<file path="src/thfp_pkg.sv">
// Shared types, constants and template tables for the text header frame parser.
package thfp_pkg;

  localparam int unsigned TLEN = 37;
  localparam int unsigned POS_W = 6;

  typedef enum logic [1:0] {
    KIND_HEADER  = 2'd0,
    KIND_PAYLOAD = 2'd1,
    KIND_ERROR   = 2'd2
  } kind_e;

  typedef enum logic [1:0] {
    MODE_HEADER  = 2'd0,
    MODE_PAYLOAD = 2'd1,
    MODE_RESYNC  = 2'd2
  } mode_e;

  typedef enum logic [1:0] {
    SLOT_LIT  = 2'd0,
    SLOT_NUM  = 2'd1,
    SLOT_NAME = 2'd2
  } slot_e;

  localparam logic [2:0] ERR_NAME     = 3'd5;
  localparam logic [2:0] ERR_NAME_LEN = 3'd7;

  localparam logic [7:0] CH_NL = 8'h0A;

  // Byte class from the front end.
  typedef struct packed {
    logic [7:0] data;
    logic       is_digit;
    logic       is_alpha;
    logic       is_nl;
    logic [3:0] digit;
  } cls_t;

  // Result record handed to the output register.
  typedef struct packed {
    logic [1:0]  kind;
    logic [31:0] v_major;
    logic [31:0] v_minor;
    logic [31:0] src;
    logic [31:0] seq;
    logic [31:0] len;
    logic [63:0] name;
    logic [3:0]  name_len;
    logic [7:0]  pbyte;
    logic        last;
    logic [2:0]  err;
  } res_t;

  function automatic slot_e tmpl_slot(input logic [POS_W-1:0] p);
    slot_e s;
    s = SLOT_LIT;
    unique case (p)
      6'd7, 6'd9, 6'd15, 6'd23, 6'd33: s = SLOT_NUM;
      6'd35:                           s = SLOT_NAME;
      default:                         s = SLOT_LIT;
    endcase
    return s;
  endfunction

  function automatic logic [7:0] tmpl_char(input logic [POS_W-1:0] p);
    logic [7:0] c;
    c = 8'h00;
    unique case (p)
      6'd0: c = 8'h46;  6'd1: c = 8'h69;  6'd2: c = 8'h6E;  6'd3: c = 8'h64;
      6'd4: c = 8'h65;  6'd5: c = 8'h72;  6'd6: c = 8'h2F;  6'd8: c = 8'h2E;
      6'd10: c = 8'h20; 6'd11: c = 8'h73; 6'd12: c = 8'h72; 6'd13: c = 8'h63;
      6'd14: c = 8'h3D; 6'd16: c = 8'h20; 6'd17: c = 8'h73; 6'd18: c = 8'h65;
      6'd19: c = 8'h71; 6'd20: c = 8'h6E; 6'd21: c = 8'h6F; 6'd22: c = 8'h3D;
      6'd24: c = 8'h20; 6'd25: c = 8'h70; 6'd26: c = 8'h61; 6'd27: c = 8'h79;
      6'd28: c = 8'h6C; 6'd29: c = 8'h6F; 6'd30: c = 8'h61; 6'd31: c = 8'h64;
      6'd32: c = 8'h3D; 6'd34: c = 8'h20; 6'd36: c = 8'h0A;
      default: c = 8'h00;
    endcase
    return c;
  endfunction

  function automatic logic [2:0] tmpl_tag(input logic [POS_W-1:0] p);
    logic [2:0] t;
    if (p <= 6'd7)       t = 3'd0;
    else if (p <= 6'd9)  t = 3'd1;
    else if (p <= 6'd15) t = 3'd2;
    else if (p <= 6'd23) t = 3'd3;
    else if (p <= 6'd33) t = 3'd4;
    else if (p <= 6'd35) t = 3'd5;
    else                 t = 3'd6;
    return t;
  endfunction

endpackage

</file>
<file path="src/thfp_front.sv">
// Front end: accepts stream bytes, classifies them and fills a short queue.
module thfp_front
  import thfp_pkg::*;
(
  input  logic       clk_i,
  input  logic       rst_ni,
  input  logic       s_valid_i,
  output logic       s_ready_o,
  input  logic [7:0] s_data_i,
  output logic       q_valid_o,
  input  logic       q_ready_i,
  output cls_t       q_data_o
);

  cls_t       mem_q [2];
  logic       wp_q, rp_q;
  logic [1:0] cnt_q;
  logic       push, pop;
  cls_t       c;

  always_comb begin
    c.data     = s_data_i;
    c.is_digit = (s_data_i >= 8'h30) && (s_data_i <= 8'h39);
    c.is_alpha = ((s_data_i >= 8'h41) && (s_data_i <= 8'h5A)) ||
                 ((s_data_i >= 8'h61) && (s_data_i <= 8'h7A));
    c.is_nl    = (s_data_i == CH_NL);
    c.digit    = s_data_i[3:0];
  end

  assign s_ready_o = (cnt_q != 2'd2);
  assign push      = s_valid_i && s_ready_o;
  assign q_valid_o = (cnt_q != 2'd0);
  assign pop       = q_valid_o && q_ready_i;
  assign q_data_o  = mem_q[rp_q];

  always_ff @(posedge clk_i) begin
    if (push) mem_q[wp_q] <= c;
  end

  always_ff @(posedge clk_i or negedge rst_ni) begin
    if (!rst_ni) begin
      wp_q  <= 1'b0;
      rp_q  <= 1'b0;
      cnt_q <= 2'd0;
    end else begin
      if (push) wp_q <= ~wp_q;
      if (pop)  rp_q <= ~rp_q;
      cnt_q <= cnt_q + {1'b0, push} - {1'b0, pop};
    end
  end

endmodule

</file>
<file path="src/thfp_back.sv">
// Back end: template matcher, field capture, payload pass and output register.
module thfp_back
  import thfp_pkg::*;
#(
  parameter int unsigned NAME_CHARS = 8
) (
  input  logic clk_i,
  input  logic rst_ni,
  input  logic q_valid_i,
  output logic q_ready_o,
  input  cls_t q_data_i,
  output logic m_valid_o,
  input  logic m_ready_i,
  output res_t m_data_o
);

  mode_e             mode_q, mode_d;
  logic [POS_W-1:0]  pos_q, pos_d;
  logic              seen_q, seen_d;
  logic [31:0]       acc_q, acc_d;
  logic [31:0]       fld_q [5];
  logic [31:0]       fld_d [5];
  logic [63:0]       name_q, name_d;
  logic [3:0]        ncnt_q, ncnt_d;
  logic [31:0]       rem_q, rem_d;
  logic              ov_q;
  res_t              out_q;
  logic              emit;
  res_t              res;

  logic              take;
  logic [POS_W-1:0]  p0, p1;
  slot_e             sl;
  logic              lit_ok;
  logic [31:0]       acc_x10;

  assign q_ready_o = !ov_q || m_ready_i;
  assign take      = q_valid_i && q_ready_o;
  assign m_valid_o = ov_q;
  assign m_data_o  = out_q;
  // acc * 10 as acc * 8 + acc * 2, wrapping at 32 bits
  assign acc_x10   = {acc_q[28:0], 3'b000} + {acc_q[30:0], 1'b0};

  always_comb begin
    mode_d = mode_q; pos_d = pos_q; seen_d = seen_q; acc_d = acc_q;
    fld_d  = fld_q;  name_d = name_q; ncnt_d = ncnt_q; rem_d = rem_q;
    emit   = 1'b0;
    res    = '0;
    p0     = (pos_q >= POS_W'(TLEN)) ? '0 : pos_q;
    p1     = p0;
    sl     = tmpl_slot(p0);
    lit_ok = 1'b1;
    if (mode_q == MODE_PAYLOAD) begin
      emit       = 1'b1;
      res.kind   = KIND_PAYLOAD;
      res.pbyte  = q_data_i.data;
      if (rem_q <= 32'd1) begin
        rem_d = '0; res.last = 1'b1; mode_d = MODE_HEADER;
        pos_d = '0; seen_d = 1'b0; acc_d = '0; name_d = '0; ncnt_d = '0;
      end else begin
        rem_d = rem_q - 32'd1;
      end
    end else if (mode_q == MODE_RESYNC) begin
      if (q_data_i.is_nl) begin
        mode_d = MODE_HEADER;
        pos_d = '0; seen_d = 1'b0; acc_d = '0; name_d = '0; ncnt_d = '0;
      end
    end else begin
      mode_d = MODE_HEADER;
      if (sl == SLOT_NUM && q_data_i.is_digit) begin
        acc_d  = acc_x10 + {28'd0, q_data_i.digit};
        seen_d = 1'b1; pos_d = p0; lit_ok = 1'b0;
      end else if (sl == SLOT_NUM && !seen_q) begin
        emit = 1'b1; res.kind = KIND_ERROR; res.err = tmpl_tag(p0); lit_ok = 1'b0;
      end else if (sl == SLOT_NAME && q_data_i.is_alpha) begin
        lit_ok = 1'b0;
        if (ncnt_q >= 4'(NAME_CHARS)) begin
          emit = 1'b1; res.kind = KIND_ERROR; res.err = ERR_NAME_LEN;
        end else begin
          name_d = name_q | ({56'd0, q_data_i.data} << {ncnt_q[2:0], 3'b000});
          ncnt_d = ncnt_q + 4'd1; pos_d = p0;
        end
      end else if (sl == SLOT_NAME && ncnt_q == 4'd0) begin
        emit = 1'b1; res.kind = KIND_ERROR; res.err = ERR_NAME; lit_ok = 1'b0;
      end else if (sl == SLOT_NUM) begin
        fld_d[tmpl_tag(p0)] = acc_q;
        acc_d = '0; seen_d = 1'b0; p1 = p0 + POS_W'(1);
      end else if (sl == SLOT_NAME) begin
        p1 = p0 + POS_W'(1);
      end
      if (lit_ok) begin
        if (q_data_i.data != tmpl_char(p1)) begin
          emit = 1'b1; res.kind = KIND_ERROR; res.err = tmpl_tag(p1);
        end else if (p1 + POS_W'(1) >= POS_W'(TLEN)) begin
          emit = 1'b1; res.kind = KIND_HEADER;
          res.v_major = fld_d[0]; res.v_minor = fld_d[1]; res.src = fld_d[2];
          res.seq = fld_d[3]; res.len = fld_d[4];
          res.name = name_d; res.name_len = ncnt_d;
          rem_d  = fld_d[4];
          mode_d = (fld_d[4] == 32'd0) ? MODE_HEADER : MODE_PAYLOAD;
          pos_d = '0; seen_d = 1'b0; acc_d = '0; name_d = '0; ncnt_d = '0;
        end else begin
          pos_d = p1 + POS_W'(1);
        end
      end
      if (emit && res.kind == KIND_ERROR) begin
        mode_d = q_data_i.is_nl ? MODE_HEADER : MODE_RESYNC;
        pos_d = '0; seen_d = 1'b0; acc_d = '0; name_d = '0; ncnt_d = '0;
      end
    end
  end

  always_ff @(posedge clk_i) begin
    if (take && emit) out_q <= res;
  end

  always_ff @(posedge clk_i or negedge rst_ni) begin
    if (!rst_ni) begin
      mode_q <= MODE_HEADER; pos_q <= '0; seen_q <= 1'b0; acc_q <= '0;
      name_q <= '0; ncnt_q <= '0; rem_q <= '0; ov_q <= 1'b0;
      for (int i = 0; i < 5; i++) fld_q[i] <= '0;
    end else begin
      if (take) begin
        mode_q <= mode_d; pos_q <= pos_d; seen_q <= seen_d; acc_q <= acc_d;
        name_q <= name_d; ncnt_q <= ncnt_d; rem_q <= rem_d; fld_q <= fld_d;
      end
      if (take && emit)   ov_q <= 1'b1;
      else if (m_ready_i) ov_q <= 1'b0;
    end
  end

endmodule

</file>
<file path="src/text_header_frame_parser.sv">
// Top level of the text header frame parser.
// While the queue has room, one byte is taken per cycle on the slave stream
// and matched against the text header template (prefix, major.minor, src=,
// seqno=, payload=, a space, a letter name, newline). A good header yields
// one header record, then the announced number of payload bytes are passed
// with tlast on the final one. A mismatch yields one error record naming the
// failed part and bytes are dropped through the next newline. A two-entry
// queue between classifier and matcher and a registered output let both
// sides stall independently. A byte is held in a queue entry and its result
// in the output register; one byte per cycle sustained while neither stalls.
module text_header_frame_parser
  import thfp_pkg::*;
#(
  parameter int unsigned NAME_CHARS = 8
) (
  input  logic         clk_i,
  input  logic         rst_ni,
  input  logic         s_axis_tvalid,
  output logic         s_axis_tready,
  input  logic [7:0]   s_axis_tdata,   // in_byte
  output logic         m_axis_tvalid,
  input  logic         m_axis_tready,
  // version_major, version_minor, source_id, sequence_number, payload_length,
  // name_chars, name_length, payload_byte, error_field, zero pad (lowest first)
  output logic [239:0] m_axis_tdata,
  output logic         m_axis_tlast,   // last_of_payload
  output logic [1:0]   m_axis_tuser    // kind
);

  logic q_valid, q_ready;
  cls_t q_data;
  res_t r;

  thfp_front u_front (
    .clk_i, .rst_ni,
    .s_valid_i (s_axis_tvalid), .s_ready_o (s_axis_tready), .s_data_i (s_axis_tdata),
    .q_valid_o (q_valid), .q_ready_i (q_ready), .q_data_o (q_data)
  );

  thfp_back #(.NAME_CHARS(NAME_CHARS)) u_back (
    .clk_i, .rst_ni,
    .q_valid_i (q_valid), .q_ready_o (q_ready), .q_data_i (q_data),
    .m_valid_o (m_axis_tvalid), .m_ready_i (m_axis_tready), .m_data_o (r)
  );

  assign m_axis_tdata = {1'b0, r.err, r.pbyte, r.name_len, r.name,
                         r.len, r.seq, r.src, r.v_minor, r.v_major};
  assign m_axis_tlast = r.last;
  assign m_axis_tuser = r.kind;

endmodule

</file>
<file path="config.mk">
export PLATFORM = sky130hd
export DESIGN_NAME = text_header_frame_parser
export DESIGN_NICKNAME = d
export VERILOG_FILES = /design/src/thfp_pkg.sv /design/src/thfp_front.sv /design/src/thfp_back.sv /design/src/text_header_frame_parser.sv
export SDC_FILE = /design/constraint.sdc
export NUM_CORES = 1
export LEC_CHECK = 0
export BUFFER_PORTS_ARGS = -buffer_cell sky130_fd_sc_hd__buf_2
export CORE_AREA = 2 2 280 254
export CTS_BUF_LIST = sky130_fd_sc_hd__clkbuf_16
export DETAILED_ROUTE_END_ITERATION = 8
export DIE_AREA = 0 0 282 256
export PLACE_DENSITY = 0.69
export SLEW_MARGIN = 10
export SYNTH_ARGS = -nofsm -noshare
export SYNTH_HDL_FRONTEND = slang
export SYNTH_SLANG_ARGS = --single-unit
</file>
<file path="constraint.sdc">
create_clock -name clk_i -period 22.5 [get_ports clk_i]
set_clock_uncertainty 0.05 [all_clocks]
set_input_delay 1.125 -clock clk_i [delete_from_list [all_inputs] [get_ports clk_i]]
set_output_delay 1.125 -clock clk_i [all_outputs]
set_load 0.01 [all_outputs]
</file>
==> After elaboration in Yosys (flattened, before gate mapping) <==
Memory sizes are Yosys's and may differ from the RTL's.
Index checks and enable logic that the tools add are counted.
{ "totals": {"word_cells": 276, "mem_bits_rw": 30, "mem_count": 2, "output_inout_bits": 245, "latch_bits": 0, "reg_bits": 548, "rom_bits": 448} }
{ "op_classes": {"mux": 162, "magnitude_cmp": 24, "shifts": 1, "bitwise": 6, "eq_ne": 18, "n_addsub": 8, "reduce_logical": 27, "div": 0, "n_mul": 0} }
{ "memory_table": {"columns": ["memory", "depth", "word_bits", "read_ports", "rd_clocked_by_memory_dff", "write_ports", "line", "rtl"], "rows": [
  ["(no name shown)", 64, 7, 1, 0, 0, "thfp_pkg.sv:68", "unique case (p)"],
  ["u_front.mem_q", 2, 15, 1, 0, 1, "thfp_front.sv:15", "cls_t mem_q [2];"]
]} }
{ "op_table": {"columns": ["operator", "n"], "rows": [
  ["$mux W160", 7],
  ["$mux W230", 4],
  ["$mux W64", 12],
  ["$mux W32", 20],
  ["$mux W229", 1],
  ["$mux W228", 1],
  ["$bwmux W160", 1],
  ["$mux W6", 21],
  ["$demux W32 S3", 1],
  ["$mux W3", 24],
  ["$or A64 B64 Y64", 1],
  ["$shl A8 B6 Y64", 1],
  ["$mux W4", 12],
  ["$mux W1", 37],
  ["$mux W2", 17],
  ["$add A32 B32 Y32", 1],
  ["$add A32 B4 Y32", 1],
  ["$le A32 B1 Y1 const B", 1],
  ["$logic_not A32 Y1", 1],
  ["$sub A32 B1 Y32 const B", 1],
  ["$le A6 B4 Y1 const B", 4],
  ["$le A6 B6 Y1 const B", 4],
  ["$mux W8", 3],
  ["$ge A8 B7 Y1 const B", 2],
  ["35 further kinds", 68]
]} }

==> Longest topological paths before layout <==
Gate-level depths: netlist of run 1.
{ "logic_depth": {"depth_word": 39, "depth_mapped": 25, "depth_no_buf": 20} }

==> Hierarchy <==
A second synthesis of run 1 with hierarchy kept.
{ "unflattened": {"cells_unflattened": 2506, "hier_area_um2": 27980.6} }
{ "by_module_without_submodules": {"columns": ["mod", "seq_area_each_um2", "cells_per_inst", "instances", "area_each_um2"], "rows": [
  ["thfp_back", 14824.2, 2439, 1, 26893.3],
  ["thfp_front", 760.7, 65, 1, 1076.0],
  ["text_header_frame_parser", 0.0, 2, 1, 11.3]
]} }

==> Worst setup path before layout of run 1 <==
No wires, ideal clock.
{ "synth_path": {"path_type": "reg2reg", "startpoint": "reg u_back.pos_q[3]", "endpoint": "reg u_back.out_q, in the netlist u_back.m_data_o[0], enable pin", "t_arrival_ps": 10215, "required_time_ps": 21816, "setup_ps": 634, "n_path_buf": 3, "path_slack_ps": 11601, "stages_incl_launch_ff": 23, "period_less_slack_ps": 10899, "cell_sequence": "dfrtp_1 -> buf_2 -> buf_1 -> o31ai_1 -> and2_1 -> ha_1 -> clkbuf_1 -> nand2_1 -> o32ai_4 -> o21bai_1 -> a21oi_1 -> xnor2_1 -> inv_1 -> ha_1 -> ha_1 -> a31o_2 -> o311ai_0 -> o21ai_0 -> xnor2_1 -> a211o_1 -> o21ai_0 -> nand4_1 -> and3_1"} }
{ "synth_between": {"elab_chain_cells": 26} }
{ "synth_lines": {"columns": ["element", "line", "rtl"], "rows": [
  ["from (decl)", "thfp_back.sv:18", "logic [POS_W-1:0] pos_q, pos_d;"],
  ["from (signal assigned)", "thfp_back.sv:119", "mode_q <= MODE_HEADER; pos_q <= '0; seen_q <= 1'b0; acc_q <= '0;"],
  ["from (signal assigned)", "thfp_back.sv:124", "mode_q <= mode_d; pos_q <= pos_d; seen_q <= seen_d; acc_q <= acc_d;"],
  ["$ge A6 B6 Y1", "thfp_back.sv:49", "p0 = (pos_q >= POS_W'(TLEN)) ? '0 : pos_q;"],
  ["$mux W6 (*)", "thfp_back.sv:49", null],
  ["$eq A6 B3 Y1, or another cell as far along", "thfp_pkg.sv:57", "unique case (p)"],
  ["$reduce_or A5 Y1", "thfp_pkg.sv:57", null],
  ["$pmux W2 S2", "thfp_pkg.sv:57", null],
  ["$eq A2 B2 Y1", "thfp_back.sv:75, thfp_back.sv:83, thfp_back.sv:88", null],
  ["$mux W6", "thfp_back.sv:88", "end else if (sl == SLOT_NAME) begin"],
  ["$mux W6", "thfp_back.sv:85", "end else if (sl == SLOT_NUM) begin"],
  ["[10 not listed]", null, null],
  ["$ne A8 B8 Y1", "thfp_back.sv:92", "if (q_data_i.data != tmpl_char(p1)) begin"],
  ["$mux W1", "thfp_back.sv:92", null],
  ["$mux W1 (*)", "thfp_back.sv:91", "if (lit_ok) begin"],
  ["$mux W1 (*)", "thfp_back.sv:63", "end else if (mode_q == MODE_RESYNC) begin"],
  ["$mux W1 (*)", "thfp_back.sv:53", "if (mode_q == MODE_PAYLOAD) begin"],
  ["$mux W1 (*)", "thfp_back.sv:63", null],
  ["$mux W1 (*)", "thfp_back.sv:53", null],
  ["$logic_and A1 B1 Y1 (*)", "thfp_back.sv:114", "if (take && emit) out_q <= res;"],
  ["to (signal assigned)", "thfp_back.sv:114", null],
  ["to (decl)", "thfp_back.sv:27", "res_t out_q;"]
]} }
Mark *: on every way between the ends. The rest lies on a longest branch, timed or not. The select of a mux whose other input is x is not followed.
A chain may end at the register's enable or synchronous reset.

==> Final worst setup path of run 1 <==
{ "layout_path": {"startpoint": "reg u_back.pos_q[3]", "endpoint": "reg u_back.out_q, in the netlist u_back.m_data_o[15] (data pin)"} }
{ "layout_between": {"elab_chain_cells": 23} }
{ "layout_lines": {"columns": ["element", "line"], "rows": [
  ["$ge A6 B6 Y1", "thfp_back.sv:49"],
  ["$mux W6 (*)", "thfp_back.sv:49"],
  ["$eq A6 B3 Y1, or another cell as far along", "thfp_pkg.sv:57"],
  ["$reduce_or A5 Y1", "thfp_pkg.sv:57"],
  ["$pmux W2 S2", "thfp_pkg.sv:57"],
  ["$eq A2 B2 Y1", "thfp_back.sv:75, thfp_back.sv:83, thfp_back.sv:88"],
  ["$mux W6", "thfp_back.sv:88"],
  ["$mux W6", "thfp_back.sv:85"],
  ["[7 not listed]", null],
  ["$mux W8", "thfp_back.sv:91"],
  ["$mux W8", "thfp_back.sv:63"],
  ["$mux W8", "thfp_back.sv:53"],
  ["$ne A8 B8 Y1", "thfp_back.sv:92"],
  ["$mux W228", "thfp_back.sv:92"],
  ["$mux W230 (*)", "thfp_back.sv:91"],
  ["$mux W230 (*)", "thfp_back.sv:63"],
  ["$mux W230 (*)", "thfp_back.sv:53"]
]} }
Marked as above.

==> out/metrics.cfg, run 1 <==
[layout]
final_util_pct=45.29
drive_above_1_share_pct=16.13
stdcell_count=3866
layout_commonest_cell=nand2_1
antennaDiodeCount=0
nFillCells=6510
area_delta_synth_final_pct=14.31
final_cell_mix=nand2_1 (459), dfrtp_1 (306), a21oi_1 (283)
stdcell_area_sq_um=31430
finalNetCount=2967

[timing]
hold_violations=0
rsz0062_at_grt=no
tns_ns=0
fin_crit_sh_pct=35.77
finalSetupViolCount=0
tightest_slew_ns=1.224
finalCriticalPeriod_ns=8.049
timing.fmax_ghz=0.1242
maxSlewViolCount=0
relSlewSlack_pct=18.37

[worst_setup_path]
required_ns=22.87
worstPathArrival_ns=8.42
crit_type=flip-flop to flip-flop
cp_slowest_cell=a211oi_4
endpoint_kind=flip-flop
crit_path_cell_trace=o31ai_1, nand2_1, inv_1, ha_1, nor4bb_1, a211oi_1, o21bai_1, a211o_1, and2_1, inv_1, ha_1, nand3_1, a21oi_1, nor3b_1, o221a_2, nor2_1, o31a_1, a211oi_4, nand4_4, buf_12, a21oi_1
cpPeakStageDelay_ns=0.79
crit_buf_inv=3
critPathTopFamily=compound AO/OA/AOI/OAI gates
path_max_fanout=177
crit_path_start_kind=flip-flop

[synth]
yosysSeqAreaShare_pct=56.67
synthCells=2720
ys_ff_latch=570
synth_edf_count=264
synth_fp_nets=2812
ys_warn_count=0
yosys.area.top_type=edfxtp_1
synth_cell_types=88
netlist_area_sq_um=27500
avgSynthCellArea_sq_um=10.11
ys.flop_type=dfrtp_1
synth_top_area_share_pct=28.83
synth_area_leaders=edfxtp_1 (29%), dfrtp_1 (28%), nand2_1 (6.3%), a21oi_1 (5.2%), o21ai_0 (3.7%)
synthArstFlopShare_pct=53.68

[power_and_ir_drop]
intPower_uw=2102
p_switching_uw=998.0
p_seq_share_pct=47.1
cellLeakagePower_uw=0.01239
powerDensity_nw_per_um2=98.62
clockPowerShare_pct=31.2
peakVddDrop_v=0.00008148
share_comb_of_total_power_pct=21.7
p_total_uw=3100
p_sw_share_pct=32.19

[clock_tree]
cts_root_buffer=clkbuf_16
clock_path_buffers=3
cts_buffers=59
cts_hold_buf=0
clkSinkCount=570
h-tree-depth=2
clk_pin_slew_ns=0.06
cts.repair.resized=0
clkLatencyLatePin_ns=0.63
cts_tree=done
post-cts-setup-buffers=0

[floorplan]
die-area_sq_um=72190
start_util_pct=39.62
ioPinCount=257
core_area_sq_um=69410
num_rows=92
die_x_microns=282
fp.dieH_microns=256

[global_route]
grt_pass1_wl_microns=124800
grt_pass1_vias=20430
antenna_found_initial=0
grt_usage_pct=22.08
grt_overflow=0
grt_max_degree=178

[run_status]
status=finished clean

[placement]
placed_cell_area_sq_um=29520
dp.cells=3754
port_buffers=255
place.gp.congestion=0.9027
hpwl_microns=53270

[detailed_routing]
drc=0
first_pass_iters=5
vias=21730
routedWlPerCell_microns=20.92
post_drt_via_cell_ratio=5.620
ant_nets=0
finalWirelength_microns=80860
first_iter_violations=2295

[hold_path]
min_path_type=primary input to asynchronous set/reset pin

[flow_run]
drv_cap=0

flip-flops by register name, indices dropped and copies added, names as in the netlist:
signal,count
u_front.wp_q,1
u_back.name_q,64
u_back.rem_q,32
u_back.ncnt_q,4
u_back.mode_q,2
u_back.seen_q,1
u_back.fld_q,160
u_back.pos_q,6
u_front.rp_q,1
u_back.acc_q,32
u_back.m_valid_o,1
u_back.m_data_o,242
u_front.mem_q,22
u_front.cnt_q,2
power groups by stage:
stage	registers (uW)	clock network [uW]	logic (uW)
final	1460	968	673
after global routing	1480	1020	725
after CTS	1460	980	679
after detailed placement	1480	0	678
after global placement	1480	0	671
after floorplan	1600	0	259
kinds of logic (layout without fill, tap and decap cells):
logic type               count (synthesis)  in the layout  synth area share [%]
XOR/XNOR                                42             42                 1.338
flip-flops                             570            570                 56.67
buffers and inverters                  259            465                 3.772
AND/OR/NAND/NOR                        959            959                 15.17
multiplexers                            93             93                 3.626
adder cells (fa/ha/maj)                 80             80                 3.695
AO/OA/AOI/OAI                          716            716                 15.72
other                                    1              1               0.01364
through the flow:
step,worst slack (ns),hold slack (ns)
floorplan,11.60,0.3992
finish,14.45,0.4298
CTS,14.58,0.4335
detailed placement,14.61,0.4193
global placement,14.79,0.4105
global route,14.01,0.4494
path summary, 6_finish.rpt:
check / startpoint / end / slack [ns] / cells after the start
hold reg to reg: u_back.fld_q[73] / u_back.fld_q[73] / 0.43 / 2
setup / recovery: u_back.pos_q[3] / u_back.m_data_o[15] / 14.45 / 21
hold / removal: rst_ni / u_back.fld_q[55] / 0.43 / 1
min in group clk_i: u_back.fld_q[73] / u_back.fld_q[73] / 0.43 / 2
max in group asynchronous: rst_ni / u_back.fld_q[150] / 20.50 / 2
setup reg to reg: u_back.pos_q[3] / u_back.m_data_o[15] / 14.45 / 21
Yosys cell counts, types with 18 or more instances:
cell type and instances:
a21oi_1 283, a22oi_1 30, and2_1 18, buf_1 19, buf_2 37, clkbuf_1 134
dfrtp_1 306, edfxtp_1 264, ha_1 78, inv_1 65, mux2_2 52, mux2i_1 40
nand2_1 463, nand3_1 28, nand4_1 18, nor2_1 268, nor3_1 60, nor4_1 22
o211ai_1 23, o21ai_0 204, xnor2_1 31
routing by layer:
layer | track usage, % | part of all wire [%] | vias up
li1 | - | - | 10010
met1 | 33.22 | 46 | 10790
met2 | 33.00 | 45 | 794
met3 | 3.304 | 7.2 | 123
met4 | 6.132 | 2.6 | 0
met5 | 0 | 0 | -
area by class of cell:
| class | instances | area (sq um) | share of cell area, % |
|---|---|---|---|
| clock inverters | 51 | 385.4 | 1.226 |
| inverters | 65 | 244.0 | 0.7762 |
| multi-input cells | 1891 | 10960 | 34.86 |
| repair buffers | 288 | 1559 | 4.960 |
| flip-flops and latches | 570 | 15580 | 49.58 |
| well taps | 940 | 1176 | 3.742 |
| clock buffers | 61 | 1526 | 4.856 |
No activity file was read; power rests on OpenSTA's default activity.
==> run 2, diff against run 1 <==
clock period = 8.4 ns   (was 22.5 ns; I/O delays follow)
==> run 2 against run 1 <==
Worst hold slack worse by 0.35 ns. Sequential power rose to 2.7 times the previous value. First-iteration DRC count down 8.9%. Flip-flop and latch count stayed put.
==> out/metrics.cfg, run 2 (same netlist as run 1, synthesis figures left out) <==
[run_status]
status=finished clean

[worst_setup_path]
r2r-start=u_back.pos_q[3]
rr_endpoint=u_back.m_data_o[171]
crit_type=flip-flop to flip-flop
endpoint_kind=flip-flop
required_ns=8.66  ; -14.21 ns
ff2ff_path_depth=21  ; unchanged
path_max_fanout=47  ; -73%
crit_path_start_kind=flip-flop
worstPathArrival_ns=7.33  ; -1.09 ns
r2r_slack_ns=1.33  ; -13.12 ns

[floorplan]
start_util_pct=39.62  ; unchanged
num_rows=92  ; unchanged
die-area_sq_um=72190  ; unchanged
ioPinCount=257  ; unchanged
fp.dieH_microns=256  ; unchanged
core_area_sq_um=69410  ; unchanged
die_x_microns=282  ; unchanged

[hold_path]
min_path_type=primary input to flip-flop
min_path_cells=3
hold_end=u_front.wp_q
hp-start=s_axis_tvalid

[global_route]
grt_pass1_wl_microns=125000  ; +0.16%
grt_max_degree=163  ; -8.4%
grt_overflow=0  ; unchanged
grt_pass1_vias=20730  ; +1.5%
grt_usage_pct=22.09  ; about the same
antenna_found_initial=1  ; +1

[timing]
relSlewSlack_pct=31.16  ; +13 points
fin_crit_sh_pct=84.12  ; +48 points
tns_ns=0  ; unchanged
timing.fmax_ghz=0.1415  ; +14%
tightest_slew_ns=1.031  ; -0.1938 ns
maxSlewViolCount=0  ; unchanged
hold_violations=0  ; unchanged
rsz0062_at_grt=no
finalCriticalPeriod_ns=7.066  ; -0.9829 ns
finalSetupViolCount=0  ; unchanged

[detailed_routing]
drc=0  ; unchanged
ant_nets=0  ; unchanged
vias=21530  ; -0.90%
first_iter_violations=2090  ; -8.9%
routedWlPerCell_microns=20.62  ; -1.4%
first_pass_iters=5  ; unchanged
post_drt_via_cell_ratio=5.550  ; -1.2%
finalWirelength_microns=79980  ; -1.1%

[placement]
hpwl_microns=52950  ; -0.60%
port_buffers=255  ; unchanged
placed_cell_area_sq_um=29610  ; +0.33%
dp.cells=3760  ; +0.16%
place.gp.congestion=0.9219  ; +2.1%

[clock_tree]
clkLatencyLatePin_ns=0.64  ; about the same
cts_tree=done
cts_root_buffer=clkbuf_16
clkSinkCount=570  ; unchanged
h-tree-depth=2  ; unchanged
cts.repair.resized=0  ; unchanged
clk_pin_slew_ns=0.06  ; about the same
cts_buffers=58  ; -1.7%
clock_path_buffers=3  ; unchanged

[layout]
area_delta_synth_final_pct=14.74
stdcell_count=3879  ; +0.34%
antennaDiodeCount=0  ; unchanged
largest_reg_flops=242  ; unchanged
drive_above_1_share_pct=16.16  ; +0.031 points
stdcell_area_sq_um=31550  ; +0.38%
finalNetCount=2981  ; +0.47%
final_util_pct=45.46  ; +0.17 points
final_cell_mix=nand2_1 (459), dfrtp_1 (306), a21oi_1 (283)
layout_commonest_cell=nand2_1

[power_and_ir_drop]
cellLeakagePower_uw=0.01246  ; +0.55%
p_total_uw=8301  ; +170%
peakVddDrop_v=0.0001935  ; +140%
powerDensity_nw_per_um2=263.1  ; +170%

[flow_run]
drv_cap=0  ; unchanged

[run 2: area by class of cell]
type / count / area (sq um)
clock buffers: 59 / 1476
well taps: 940 / 1176
inverters: 65 / 244.0
multi-input cells: 1891 / 10950
flip-flops and latches: 570 / 15580
fillers: 6477 / 37860
clock inverters: 51 / 374.1
repair buffers: 303 / 1744
[run 2: metrics by stage]
step                hold WS [ns]  worst slack [ns]
floorplan                0.07441            0.2742
global placement          0.4107             1.494
detailed placement        0.4196             1.420
CTS                      0.05342             1.407
global route              0.1067            0.6807
finish                   0.07897             1.334
[run 2: critical path: stages, from the launching register on]
cell and delay [ns]:
dfrtp_1 0.59, o31ai_1 0.35, nand2_1 0.13, inv_1 0.11
ha_1 0.43, nor4bb_1 0.27, a211oi_1 0.15, o21bai_1 0.48
a21oi_1 0.23, xnor2_1 0.60, inv_1 0.33, ha_1 0.37
ha_1 0.23, a31o_2 0.19, o311ai_0 0.09, o21ai_0 0.17
xnor2_1 0.23, a211o_1 0.26, o21ai_0 0.17, nand4_1 0.16
and3_4 0.77, buf_12 0.32
[run 2: repair_timing]
item,4_1_cts,5_1_grt
hold buffers,9,0
hold endpoints to repair,116,0
setup endpoints to repair,0,0
buffers inserted,0,0
[run 2: per-layer routing]
metal	GRT usage (%)	up-vias	wire [microns]
li1	-	10030	-
met1	32.75	10580	36840
met2	33.40	796	35590
met3	3.660	123	5664
met4	5.925	2	1873
met5	0	-	12
[run 2: power by group]
part           internal (uW)  total [uW]  leakage (uW)  switching, uW
combinational            558        1890       0.00472           1340
clock                   1400        2520      0.000968           1120
sequential              3650        3880       0.00677            232
[run 2: worst max path at each step]
stage,slack (ns),startpoint,endpoint,cells past startpoint
after floorplan,0.27,u_back.pos_q[3],u_back.m_data_o[0],22
after global placement,1.49,u_back.pos_q[3],u_back.m_data_o[171],21
after detailed placement,1.42,u_back.pos_q[3],u_back.m_data_o[171],21
after CTS,1.41,u_back.pos_q[3],u_back.m_data_o[178],21
after global routing,0.68,u_back.pos_q[3],u_back.m_data_o[139],21
final,1.33,u_back.pos_q[3],u_back.m_data_o[171],21
==> run 3, diff against run 2 <==
ABC_AREA = 1   (was not set)
CORE_AREA = 2 2 286 259   (was 2 2 280 254)
DIE_AREA = 0 0 288 261   (was 0 0 282 256)
clock period = 7 ns   (was 8.4 ns; I/O delays follow)
==> run 3 against run 2 <==
Core utilization about the same. Cell count up 10%. Fmax up 19%. Combinational power up 30%. Flip-flop and latch count unchanged. Setup slack worse by 0.30 ns. Non-clock buffer count up 12. Sequential share of layout area down 2.1 points. Register-to-register slack worse by 0.30 ns.
==> out/metrics.cfg, run 3 <==
[floorplan]
start_util_pct=39.55  ; -0.065 points
die-area_sq_um=75170  ; +4.1%
core_area_sq_um=72450  ; +4.4%
die_x_microns=288  ; +2.1%
ioPinCount=257  ; unchanged
num_rows=94  ; +2.2%
fp.dieH_microns=261  ; +2.0%

[layout]
layout_commonest_cell=nand2_1
drive_above_1_share_pct=19.97  ; +3.8 points
final_util_pct=45.49  ; about the same
antennaDiodeCount=0  ; unchanged
finalNetCount=3361  ; +13%
area_delta_synth_final_pct=15.02
final_cell_mix=nand2_1 (609), dfrtp_1 (306), nor2_1 (301)
largest_reg_flops=242  ; unchanged
stdcell_count=4280  ; +10%
nFillCells=6956  ; +7.4%

[worst_setup_path]
crit_top_cell=nand2_1
crit_path_start_kind=flip-flop
endpoint_kind=flip-flop
path_max_fanout=43  ; -8.5%
required_ns=7.27  ; -1.39 ns
cpPeakStageDelay_ns=0.43  ; -0.34 ns
worstPathArrival_ns=6.23  ; -1.10 ns
cp_slowest_cell=buf_4
crit_type=flip-flop to flip-flop

[synth]
synthCells=3053  ; +12%
yosys.area.top_type=edfxtp_1
synthArstFlopShare_pct=53.68  ; unchanged
avgSynthCellArea_sq_um=9.386  ; -7.2%
synth_fp_nets=3145  ; +12%
netlist_area_sq_um=28650  ; +4.2%
synth_top_area_share_pct=27.67  ; -1.2 points
synth_edf_count=264  ; unchanged
synth_area_leaders=edfxtp_1 (28%), dfrtp_1 (27%), nand2_1 (8.0%), o21ai_0 (4.9%), a21oi_1 (4.1%)
synth_common_cells=nand2_1 (614), nor2_1 (310), dfrtp_1 (306), o21ai_0 (282), edfxtp_1 (264)
ys.flop_type=dfrtp_1
yosysMostFrequentCell=nand2_1
ys_warn_count=0  ; unchanged
ys_ff_latch=570  ; unchanged
synth_cell_types=54  ; -39%
yosysSeqAreaShare_pct=54.39  ; -2.3 points

[clock_tree]
cts_buffers=60  ; +3.4%
clk_pin_slew_ns=0.06  ; about the same
clkLatencyLatePin_ns=0.65  ; about the same
cts_tree=done
cts_root_buffer=clkbuf_16
cts.repair.resized=0  ; unchanged
h-tree-depth=2  ; unchanged
clock_path_buffers=3  ; unchanged
clkSinkCount=570  ; unchanged

[detailed_routing]
first_pass_iters=6  ; +1
drc=0  ; unchanged
vias=22640  ; +5.1%
topRoutingLayerUsed=met4
post_drt_via_cell_ratio=5.289  ; -4.7%
ant_nets=0  ; unchanged
met3_length_microns=5232  ; -7.6%
met1_length_microns=36200  ; -1.7%
dr_wl_met2_microns=35860  ; +0.74%
finalWirelength_microns=79130  ; -1.1%
routedWlPerCell_microns=18.49  ; -10%
first_iter_violations=2528  ; +21%

[timing]
maxSlewViolCount=0  ; unchanged
tightest_slew_ns=1.000  ; -0.03007 ns
hold_violations=0  ; unchanged
rsz0062_at_grt=no
relSlewSlack_pct=33.06  ; +1.9 points
tns_ns=0  ; unchanged
finalCriticalPeriod_ns=5.962  ; -1.104 ns
timing.fmax_ghz=0.1677  ; +19%
finalSetupViolCount=0  ; unchanged
fin_crit_sh_pct=85.17  ; +1.0 points

[flow_run]
drv_cap=0  ; unchanged

[global_route]
grt_max_degree=256  ; +57%
antenna_found_initial=2  ; +1
grt_usage_pct=20.66  ; -1.4 points
grt_pass1_wl_microns=121800  ; -2.6%
grt_overflow=0  ; unchanged
grt_pass1_vias=20760  ; +0.14%

[run_status]
status=finished clean

[power_and_ir_drop]
powerDensity_nw_per_um2=314.3  ; +19%
cellLeakagePower_uw=0.01374  ; +10%
peakVddDrop_v=0.0002571  ; +33%

[placement]
hpwl_microns=52240  ; -1.3%
dp.cells=4157  ; +11%
port_buffers=255  ; unchanged
place.gp.congestion=0.8876  ; -3.7%

[hold_path]
min_path_type=primary input to flip-flop

-- run 3: cell types whose count changed in the layout (fill, tap and decap cells not counted), sizes merged, moves of 53 or more --
cell and change:
nor2 +238, nand3 +97, inv +115, nand2 +160
mux2 -53, nor3 -53, o21ai +108, a31oi +60
-- run 3: cell type report --
class	instances	area [sq um]	share of cell area, %
flip-flops and latches	570	15580	47.29
multi-input cells	2138	11650	35.36
repair buffers	315	1837	5.573
clock buffers	60	1501	4.556
well taps	960	1201	3.644
inverters	184	699.4	2.122
clock inverters	53	481.7	1.462
-- run 3: cell families (layout without fill, tap and decap cells) --
group                    Yosys count  count (layout)  share of synthesized area, %
AO/OA/AOI/OAI                    678             678                         12.61
flip-flops                       570             570                         54.39
adder cells (fa/ha/maj)           80              80                         3.546
XOR/XNOR                          43              43                         1.314
other                              1               1                       0.01309
AND/OR/NAND/NOR                 1328            1328                         22.23
buffers and inverters            345             612                         5.620
multiplexers                       8               8                        0.2795
-- run 3: layer usage --
| layer | vias to the layer above | GRT usage [%] |
|---|---|---|
| li1 | 10750 | - |
| met1 | 10990 | 30.80 |
| met2 | 791 | 31.38 |
| met3 | 107 | 3.275 |
| met4 | 0 | 5.296 |
| met5 | - | 0 |
-- run 3: what timing repair did --
| action | in CTS | in global routing |
|---|---|---|
| setup buffers | 0 | 0 |
| hold endpoints to repair | 60 | 0 |
| hold buffers | 10 | 0 |
-- run 3: worst paths after layout --
| check | start | endpoint | slack [ns] | cells after the start |
|---|---|---|---|---|
| worst max-delay path | u_back.pos_q[1] | u_back.m_data_o[155] | 1.04 | 30 |
| worst min-delay path | s_axis_tvalid | u_front.wp_q | 0.07 | 5 |
| worst max register to register | u_back.pos_q[1] | u_back.m_data_o[155] | 1.04 | 30 |
| worst min register to register | u_back.fld_q[11] | u_back.fld_q[11] | 0.43 | 2 |
| max in group asynchronous | rst_ni | u_back.fld_q[63] | 5.46 | 3 |
| min in group asynchronous | rst_ni | u_back.name_q[4] | 0.17 | 2 |
-- run 3: critical path: cells and delay by family, from the launching register on --
kind / cells / cell delay (ns)
fa+ha+maj: 2 / 0.40
buf+inv: 6 / 1.26
flops: 1 / 0.42
compound gates: 4 / 0.65
simple gates: 18 / 2.78
-- run 3: power by group --
group / switching, uW / internal [uW] / total, uW
combinational: 1820 / 635 / 2460
clock: 1370 / 1850 / 3220
sequential: 286 / 4390 / 4680
-- run 3: metrics by stage --
step                      power, uW  setup slack (ns)  area [sq um]  hold slack (ns)
final                         10360             1.038         32960          0.07456
after global routing          10810            0.5382         32960          0.08993
after CTS                     10450             1.091         32960          0.04829
after detailed placement       7220             1.112         30870           0.2475
after global placement         7211             1.249         30870           0.2398
after floorplan                6042           -0.6564         28790         0.004409
